$ cat config.mk
export PLATFORM = sky130hd
export DESIGN_NAME = perfect_number_divisor_lister
export DESIGN_NICKNAME = d
export VERILOG_FILES = /design/src/rtl/pndl_pkg.sv /design/src/rtl/perfect_number_divisor_lister.sv /design/src/rtl/pndl_mod_unit.sv
export VERILOG_INCLUDE_DIRS = /design/src /design/src/rtl
export SDC_FILE = /design/constraint.sdc
export NUM_CORES = 1
export LEC_CHECK = 0
export BUFFER_PORTS_ARGS = -buffer_cell sky130_fd_sc_hd__buf_2
export CORE_AREA = 2 2 152 154
export CTS_CLUSTER_DIAMETER = 60
export DETAILED_ROUTE_END_ITERATION = 12
export DIE_AREA = 0 0 154 156
export GPL_TIMING_DRIVEN = 0
export PLACE_DENSITY = 0.56
export SLEW_MARGIN = 15
export SYNTH_ARGS = -nofsm -noshare
export SYNTH_HDL_FRONTEND = slang
export SYNTH_SLANG_ARGS = --single-unit
$ cat constraint.sdc
create_clock -name clk -period 7.55 [get_ports clk]
set_input_delay 1.51 -clock clk [delete_from_list [all_inputs] [get_ports clk]]
set_output_delay 1.51 -clock clk [all_outputs]
set_load 0.01 [all_outputs]
$ cat src/rtl/assert_macros.svh
// Assertion helpers for the RTL; compiled out for synthesis.
`ifndef ASSERT_MACROS_SVH
`define ASSERT_MACROS_SVH

`ifndef SYNTHESIS

// Same-cycle implication, sampled on clk, idle during rst
`define PNDL_ASSERT_NOW(lbl, ante, cons) \
  lbl: assert property (@(posedge clk) disable iff (rst) (ante) |-> (cons)) \
    else $error("pndl assertion failed");

// Next-cycle implication, sampled on clk, idle during rst
`define PNDL_ASSERT_NEXT(lbl, ante, cons) \
  lbl: assert property (@(posedge clk) disable iff (rst) (ante) |=> (cons)) \
    else $error("pndl assertion failed");

`else

`define PNDL_ASSERT_NOW(lbl, ante, cons)
`define PNDL_ASSERT_NEXT(lbl, ante, cons)

`endif

`endif

$ cat src/rtl/pndl_pkg.sv
package pndl_pkg;

  // Fixed result field widths
  localparam int DIV_W = 15;
  localparam int SUM_W = 18;

  // Saturation value of the aliquot_sum field
  localparam logic [SUM_W-1:0] SUM_MAX = '1;

  // Sequencer states, one-hot
  typedef enum logic [2:0] {
    S_IDLE  = 3'b001,
    S_CHECK = 3'b010,
    S_DIV   = 3'b100
  } pndl_state_t;

  // Status from the remainder unit to the sequencer
  typedef struct packed {
    logic done;   // one-cycle pulse, remainder ready
    logic zero;   // remainder is zero (valid with done)
  } pndl_mod_status_t;

endpackage

$ cat src/rtl/perfect_number_divisor_lister.sv
// Perfect-number tester. Pulse start while busy is low to hand in one word
// (number). busy drops in the cycle that shows the last result word, so the
// next word can be handed in at the edge that ends it. Every candidate
// d = 1..n-1 is tried by a bit-serial remainder unit. For each candidate the
// sequencer issues it, the unit loads it, shifts in the NUMBER_WIDTH dividend
// bits one by one and the sequencer then takes the remainder. A non-perfect
// number gives one result word after one pass. A perfect number takes a second
// pass that emits its proper divisors in ascending order, each one once the
// next divisor is found and the final one at the end of the pass. Each result
// word is on the outputs for exactly one cycle, marked by strobe; the receiver
// cannot stall the block, so it must take every word as it is shown.
`include "assert_macros.svh"

module perfect_number_divisor_lister #(
  parameter int NUMBER_WIDTH = 16
) (
  input  logic                          clk,
  input  logic                          rst,
  input  logic                          start,
  input  logic [NUMBER_WIDTH-1:0]       number,
  output logic                          busy,
  output logic                          strobe,
  output logic                          is_perfect,
  output logic [pndl_pkg::DIV_W-1:0]    divisor,
  output logic [pndl_pkg::SUM_W-1:0]    aliquot_sum,
  output logic                          last
);
  import pndl_pkg::*;

  localparam int W  = NUMBER_WIDTH;
  localparam int SW = W + 3;                      // exact aliquot sum
  localparam int CW = (SW > SUM_W) ? SW : SUM_W;  // saturation compare
  localparam int XW = (W > DIV_W) ? W : DIV_W;    // divisor field extend

  pndl_state_t      state;
  logic [W-1:0]     n;
  logic [W-1:0]     d;
  logic [SW-1:0]    sum;
  logic             pass;       // 0: summing, 1: listing divisors
  logic [W-1:0]     held;       // divisor waiting for its successor
  logic             have_held;
  logic             mod_start;
  pndl_mod_status_t mod_status;

  logic [CW-1:0]    sum_x;
  logic [SUM_W-1:0] sum_field;
  logic [XW-1:0]    held_x;
  logic             perfect;

  pndl_mod_unit #(.NUMBER_WIDTH(NUMBER_WIDTH)) u_mod (
    .clk      (clk),
    .rst      (rst),
    .start    (mod_start),
    .dividend (n),
    .divisor  (d),
    .status   (mod_status)
  );

  // Field formatting
  always_comb begin
    sum_x     = CW'(sum);
    sum_field = (sum_x > CW'(SUM_MAX)) ? SUM_MAX : sum_x[SUM_W-1:0];
    held_x    = XW'(held);
    perfect   = (n != '0) && (sum == SW'(n));
  end

  assign busy = (state != S_IDLE);

  // Sequencer
  always_ff @(posedge clk) begin
    if (rst) begin
      state     <= S_IDLE;
      strobe    <= 1'b0;
      mod_start <= 1'b0;
      have_held <= 1'b0;
      pass      <= 1'b0;
    end else begin
      strobe    <= 1'b0;
      mod_start <= 1'b0;
      case (state)
        S_IDLE: begin
          if (start) begin
            n         <= number;
            d         <= W'(1);
            sum       <= '0;
            pass      <= 1'b0;
            have_held <= 1'b0;
            state     <= S_CHECK;
          end
        end
        S_CHECK: begin
          if (d < n) begin
            mod_start <= 1'b1;
            state     <= S_DIV;
          end else if (!pass) begin
            if (perfect) begin
              // rerun the candidates to list the divisors
              pass  <= 1'b1;
              d     <= W'(1);
              state <= S_CHECK;
            end else begin
              strobe      <= 1'b1;
              is_perfect  <= 1'b0;
              divisor     <= '0;
              aliquot_sum <= sum_field;
              last        <= 1'b1;
              state       <= S_IDLE;
            end
          end else begin
            // flush the final divisor
            strobe      <= 1'b1;
            is_perfect  <= 1'b1;
            divisor     <= held_x[DIV_W-1:0];
            aliquot_sum <= sum_field;
            last        <= 1'b1;
            state       <= S_IDLE;
          end
        end
        S_DIV: begin
          if (mod_status.done) begin
            if (mod_status.zero) begin
              if (!pass) begin
                sum <= sum + SW'(d);
              end else begin
                if (have_held) begin
                  strobe      <= 1'b1;
                  is_perfect  <= 1'b1;
                  divisor     <= held_x[DIV_W-1:0];
                  aliquot_sum <= sum_field;
                  last        <= 1'b0;
                end
                held      <= d;
                have_held <= 1'b1;
              end
            end
            d     <= d + W'(1);
            state <= S_CHECK;
          end
        end
        default: begin
          state <= S_IDLE;
        end
      endcase
    end
  end

  // Checks
  `PNDL_ASSERT_NOW(a_np_single, strobe && !is_perfect, last && (divisor == '0))
  `PNDL_ASSERT_NEXT(a_accept_busy, start && !busy, busy)
  `PNDL_ASSERT_NEXT(a_last_gap, strobe && last, !strobe)
  `PNDL_ASSERT_NOW(a_done_in_div, mod_status.done, state == S_DIV)

endmodule

$ cat src/rtl/pndl_mod_unit.sv
// Bit-serial restoring remainder: one dividend bit shifted in per cycle.
module pndl_mod_unit #(
  parameter int NUMBER_WIDTH = 16
) (
  input  logic                          clk,
  input  logic                          rst,
  input  logic                          start,
  input  logic [NUMBER_WIDTH-1:0]       dividend,
  input  logic [NUMBER_WIDTH-1:0]       divisor,
  output pndl_pkg::pndl_mod_status_t    status
);
  import pndl_pkg::*;

  localparam int W     = NUMBER_WIDTH;
  localparam int CNT_W = $clog2(W + 1);

  logic [W-1:0]     dvd;
  logic [W-1:0]     dsr;
  logic [W-1:0]     rem;
  logic [W-1:0]     rem_next;
  logic [CNT_W-1:0] cnt;
  logic             running;
  logic             done;
  logic [W:0]       trial;
  logic [W:0]       diff;
  logic             ge;

  // One restoring step: shift in next dividend bit, subtract if it fits
  always_comb begin
    trial    = {rem, dvd[W-1]};
    diff     = trial - {1'b0, dsr};
    ge       = (trial >= {1'b0, dsr});
    rem_next = ge ? diff[W-1:0] : trial[W-1:0];
  end

  // Control: bit counter and done pulse
  always_ff @(posedge clk) begin
    if (rst) begin
      running <= 1'b0;
      done    <= 1'b0;
      cnt     <= '0;
    end else begin
      done <= 1'b0;
      if (start) begin
        running <= 1'b1;
        cnt     <= CNT_W'(W);
      end else if (running) begin
        cnt <= cnt - CNT_W'(1);
        if (cnt == CNT_W'(1)) begin
          running <= 1'b0;
          done    <= 1'b1;
        end
      end
    end
  end

  // Datapath shift registers
  always_ff @(posedge clk) begin
    if (start) begin
      dvd <= dividend;
      dsr <= divisor;
      rem <= '0;
    end else if (running) begin
      dvd <= {dvd[W-2:0], 1'b0};
      rem <= rem_next;
    end
  end

  assign status.done = done;
  assign status.zero = (rem == '0);

endmodule
Yosys cells after proc, flatten, opt, wreduce, memory -nomap -nowiden

Index checks and enable logic that the tools add are counted.

Word-level logic and storage cells: 142
Output and inout bits: 37
Register bits: 163

Bitwise logic cells: 3
$add $sub $neg: 4
Magnitude comparators: 3
Muxes and demuxes: 77
Reductions and logical operators: 19
Equal/unequal tests: 16

Operators with widths:

| kind                                                            | count |
|---|---|
| two-way mux 18 bit                                              | 8 |
| two-way mux 16 bit                                              | 8 |
| two-way mux 15 bit                                              | 7 |
| two-way mux 19 bit                                              | 4 |
| one-hot mux 16 bit (3 select lines)                             | 1 |
| one-hot mux 19 bit (2 select lines)                             | 1 |
| one-hot mux 18 bit (2 select lines)                             | 1 |
| two-way mux 1 bit                                               | 33 |
| one-hot mux 15 bit (2 select lines)                             | 1 |
| adder 19 x 16 -> 19 bit                                         | 1 |
| == test 19 x 16 -> 1 bit                                        | 1 |
| greater-than comparator 19 x 18 -> 1 bit, second input constant | 1 |
| greater-or-equal comparator 17 x 16 -> 1 bit                    | 1 |
| adder 16 x 1 -> 16 bit, second input constant                   | 1 |
| logical NOT 16 bit                                              | 1 |
| < comparator 16 bit                                             | 1 |
| != test 2 bit, second input constant                            | 8 |
| nonzero test 16 bit                                             | 1 |
| subtractor 16 bit                                               | 1 |
| two-way mux 3 bit                                               | 4 |
| two-way mux 5 bit                                               | 2 |
| one-hot mux 1 bit (2 select lines)                              | 5 |
| AND reduction 5 bit                                             | 2 |
| one-hot mux 3 bit (3 select lines)                              | 1 |
| 20 further kinds                                                | 27 |

Depth between registers and ports, before layout

Word-level depth: 7
Gate-level depth with buffers: 11

Modules after synthesis

From an unflattened synthesis, not the netlist that was laid out.

Cells, all modules: 767
Area, all modules: 8639.5 µm²

Modules (own cells, without submodules):

| module                        | cells each | times used | area each (µm²) | sequential area each (µm²) |
|---|---|---|---|---|
| perfect_number_divisor_lister | 468        | 1          | 5580.4          | 3173.0 |
| pndl_mod_unit                 | 299        | 1          | 3059.2          | 1421.4 |

Worst setup path before layout

Ideal clock, no wire load.

Path kind: register -> register
Start point: register d[1]
End point: register d[0] (enable)
Buffers on the path: 0
Library setup time: 0.413 ns
Arrival: 3.060 ns
Required time: 7.137 ns
Setup slack: 4.077 ns
Period minus slack after synthesis: 3.473 ns
Stages on the path, launching flop included: 8
Cells stage by stage: edfxtp_1 -> ha_1 -> a2111oi_0 -> o41ai_1 -> a21oi_1 -> o21ai_0 -> o22a_1 -> nor3b_1

Cells in the longest elaborated chain, start to end: 3

RTL lines:

| what                                 | RTL line                             | text |
|---|---|---|
| start: declaration                   | perfect_number_divisor_lister.sv:37  | `logic [W-1:0] d;` |
| start signal: assignment             | perfect_number_divisor_lister.sv:136 | `d <= d + W'(1);` |
| < comparator 16 bit                  | perfect_number_divisor_lister.sv:92  | `if (d < n) begin` |
| != test 2 bit (no source line)       | -                                    |  |
| AND reduction 7 bit (no source line) | -                                    |  |

Every way passes these cells.
A chain may end at the register's enable or synchronous reset.

Final worst setup path

Start point: register d[6]
End point: register d[9] (enable)

The elaborated chain is that of the path after synthesis.

==> impl_metrics.ini <==
[power]
p_leak_nw = 3.67
powerDensity_nw_per_um2 = 233
ir_worst_vdd_mv = 0.110

[sta]
fmax_ghz = 0.300
maxSlewViolCount = 0
hold_viol_final = 0
fin_crit_sh_pct = 44.2
grt_setup_unrepaired = no
worst_slew_pin_slew_ps = 870
finalCriticalPeriod_ps = 3330
setup_viol_count_final = 0
tns_ps = 0
finalWorstSetupSlack_ps = 4220
slew-limit-headroom_pct = 41.9
fin_worst_skew_ps = 7.13

[detailed_routing]
drt_iter0_markers = 418
ant_nets = 0
totalWireLength_um = 19500
dr_wl_met3_um = 813
first_pass_iters = 4
wl_per_cell_um = 17.7
vias = 5687
via_per_inst = 5.16
met2_length_um = 9030
wl_met1_um = 9240
drc = 0
top_layer = met4

[cells_and_area]
fin_nets = 876
final_common_cell = edfxtp_1
n_antenna_cell = 0
drive_gt1_share_pct = 16.6
syn2layout_area_growth_pct = 15.5
layout_common_cells = 133 x edfxtp_1, 71 x nor2_1, 56 x buf_2, 50 x ha_1, 44 x inv_1

[clocking]
root_buffer = clkbuf_16
hold_buffers = 0
clkSinkCount = 163
cts_tree = done
clk_pin_slew_worst_paths_ps = 70
post_cts_buffers = 0
numCtsBuffers = 17
cts_buffer_depth = 2
cts_resized = 0
insertion_delay_ps = 430
htree_num_levels = 4

[placement]
io_buffers = 55
gp_congestion = 0.890
dpl_worst_slack_ps = 4170
dp_hpwl_um = 14200

[yosys]
ys.flop_type = edfxtp_1
netlist_instances = 728
synth_adder_area_share_pct = 7.96
synth_compound_area_share_pct = 10.4
yosys.area_share.simple_pct = 14.6
synth-edff-count = 133
synth_nets = 799
synth_cell_types = 60
synth.avg_cell_area_um2 = 11.5
synth.area.mux_share_pct = 2.75
synth_top_family_by_area = simple AND/OR/NAND/NOR gates
synthXorXnorAreaFrac_pct = 6.39
ys_seq_elements = 163
asyncSetResetFlopFracSynth_pct = 0
synth-seq-area-share_pct = 54.9
syn_area_um2 = 8360
ys_warn_count = 0

[hold_path]
hold_class = flip-flop to flip-flop
min-delay-start = have_held
hold_end = have_held
holdPathStages = 2

[worst_setup_path]
slowest_delay_ps = 590
critical_path.cell_chain = ha_1 -> nand4_1 -> o41ai_1 -> a21oi_1 -> o21ai_0 -> o22a_1 -> nor3b_2 -> buf_6
crit_type = flip-flop to flip-flop
endpoint_kind = flip-flop
r2r_end = d[9]
r2r_slack_ps = 4220
startpoint_type = flip-flop
required_ps = 7690
worst_ep_arrival_time_ps = 3470
worstPathMaxFanout = 10
worstReg2RegStart = d[6]
crit_slowest_cell = edfxtp_1
r2r_cells = 8

[global_route]
grt_start_max_net_pins = 25
grt_usage_pct = 16.8
grt_pass1_wl_um = 30800
grt_remaining_overflow = 0
antenna_found_initial = 0
grt_pass1_vias = 5590

[floorplanning]
core-area_um2 = 22400
die_area_um2 = 24000
std_cell_rows = 55
die_height_um = 156
die_w_um = 154
num_io_pins = 56
start_util_pct = 37.4

[flow_run]
cap_violations = 0

[run_status]
status = complete, no violations
==> cell usage after synthesis (16+ instances only) <==
cell type  count  area, µm²
o21ai_0       24        120
a21oi_1       28        140
xnor2_1       30        263
nor2_1        73        274
nand3_1       23        115
xor2_1        31        272
nand2_1       31        116
inv_1         44        165
dfxtp_1       30        601
mux2_2        16        180
ha_1          50        626
nor3_1        17       85.1
or2_2         21        131
nor2b_1       22        138
edfxtp_1     133       3990
==> cell families after synthesis <==
logic type / count (synthesis)
AOI/OAI and AO/OA: 127
muxes: 21
and+or+nand+nor: 241
DFF: 163
buffers and inverters: 63
xor gates and xnor gates: 61
adders and majority gates: 52
==> power breakdown <==
part,internal [W],switching (W),leakage [nW]
Clock,0.000523,0.000373,0.290
Combinational,0.000135,0.000171,1.94
Sequential,0.00101,0.0000474,1.45
==> per-stage QoR <==
stage / utilization [%] / total power [W] / instances / hold WS, ps / area [µm²]
2_1_floorplan: - / 0.00129 / 728 / 424 / 8360
3_5_place_dp: 40.5 / 0.00137 / 1071 / 442 / 9050
3_3_place_gp: 40.2 / 0.00137 / 1068 / 437 / 8990
5_1_grt: 43.2 / 0.00236 / 1103 / 462 / 9660
4_1_cts: 43.2 / 0.00227 / 1103 / 452 / 9660
6_report: 43.2 / 0.00225 / 1103 / 454 / 9660
==> metal layers <==
metal / vias up / GRT usage [%]
li1: 2833 / -
met1: 2707 / 23.0
met2: 120 / 27.2
met3: 27 / 3.36
met4: 0 / 5.21
met5: - / 0
==> cell type report <==
cell class / instances / area, µm²
inverters: 45 / 169
clock inverters: 15 / 179
flip-flops and latches: 163 / 4590
clock buffers: 17 / 425
well taps: 285 / 357
multi-input cells: 502 / 3540
plain buffers: 18 / 77.6
fillers: 2087 / 12700
repair buffers: 58 / 322
==> worst max-delay path, delay by kind of cell, from the launching register on <==
kind,cells,cell delay [ps]
buffers and inverters,1,240
and+or+nand+nor,2,650
AOI/OAI and AO/OA,4,1160
DFF,1,590
adders and majority gates,1,400
==> sequential cells by signal (all words and copies together), names as in the netlist, 16 cells and up <==
register and cells:
aliquot_sum 18, d 16, u_mod.dvd 16, u_mod.rem 16, n 16, sum 19, u_mod.dsr 16
==> worst max path at each step <==
stage | slack [ps] | depth (start not counted) | start | endpoint
after floorplan | 4080 | 7 | d[1] | d[0]
after global placement | 2920 | 7 | d[1] | d[10]
after detailed placement | 4170 | 8 | d[1] | d[9]
after CTS | 4160 | 8 | d[1] | d[5]
after global routing | 3920 | 8 | d[6] | d[9]
final | 4220 | 8 | d[6] | d[9]
No activity file was read; power rests on OpenSTA's default activity.
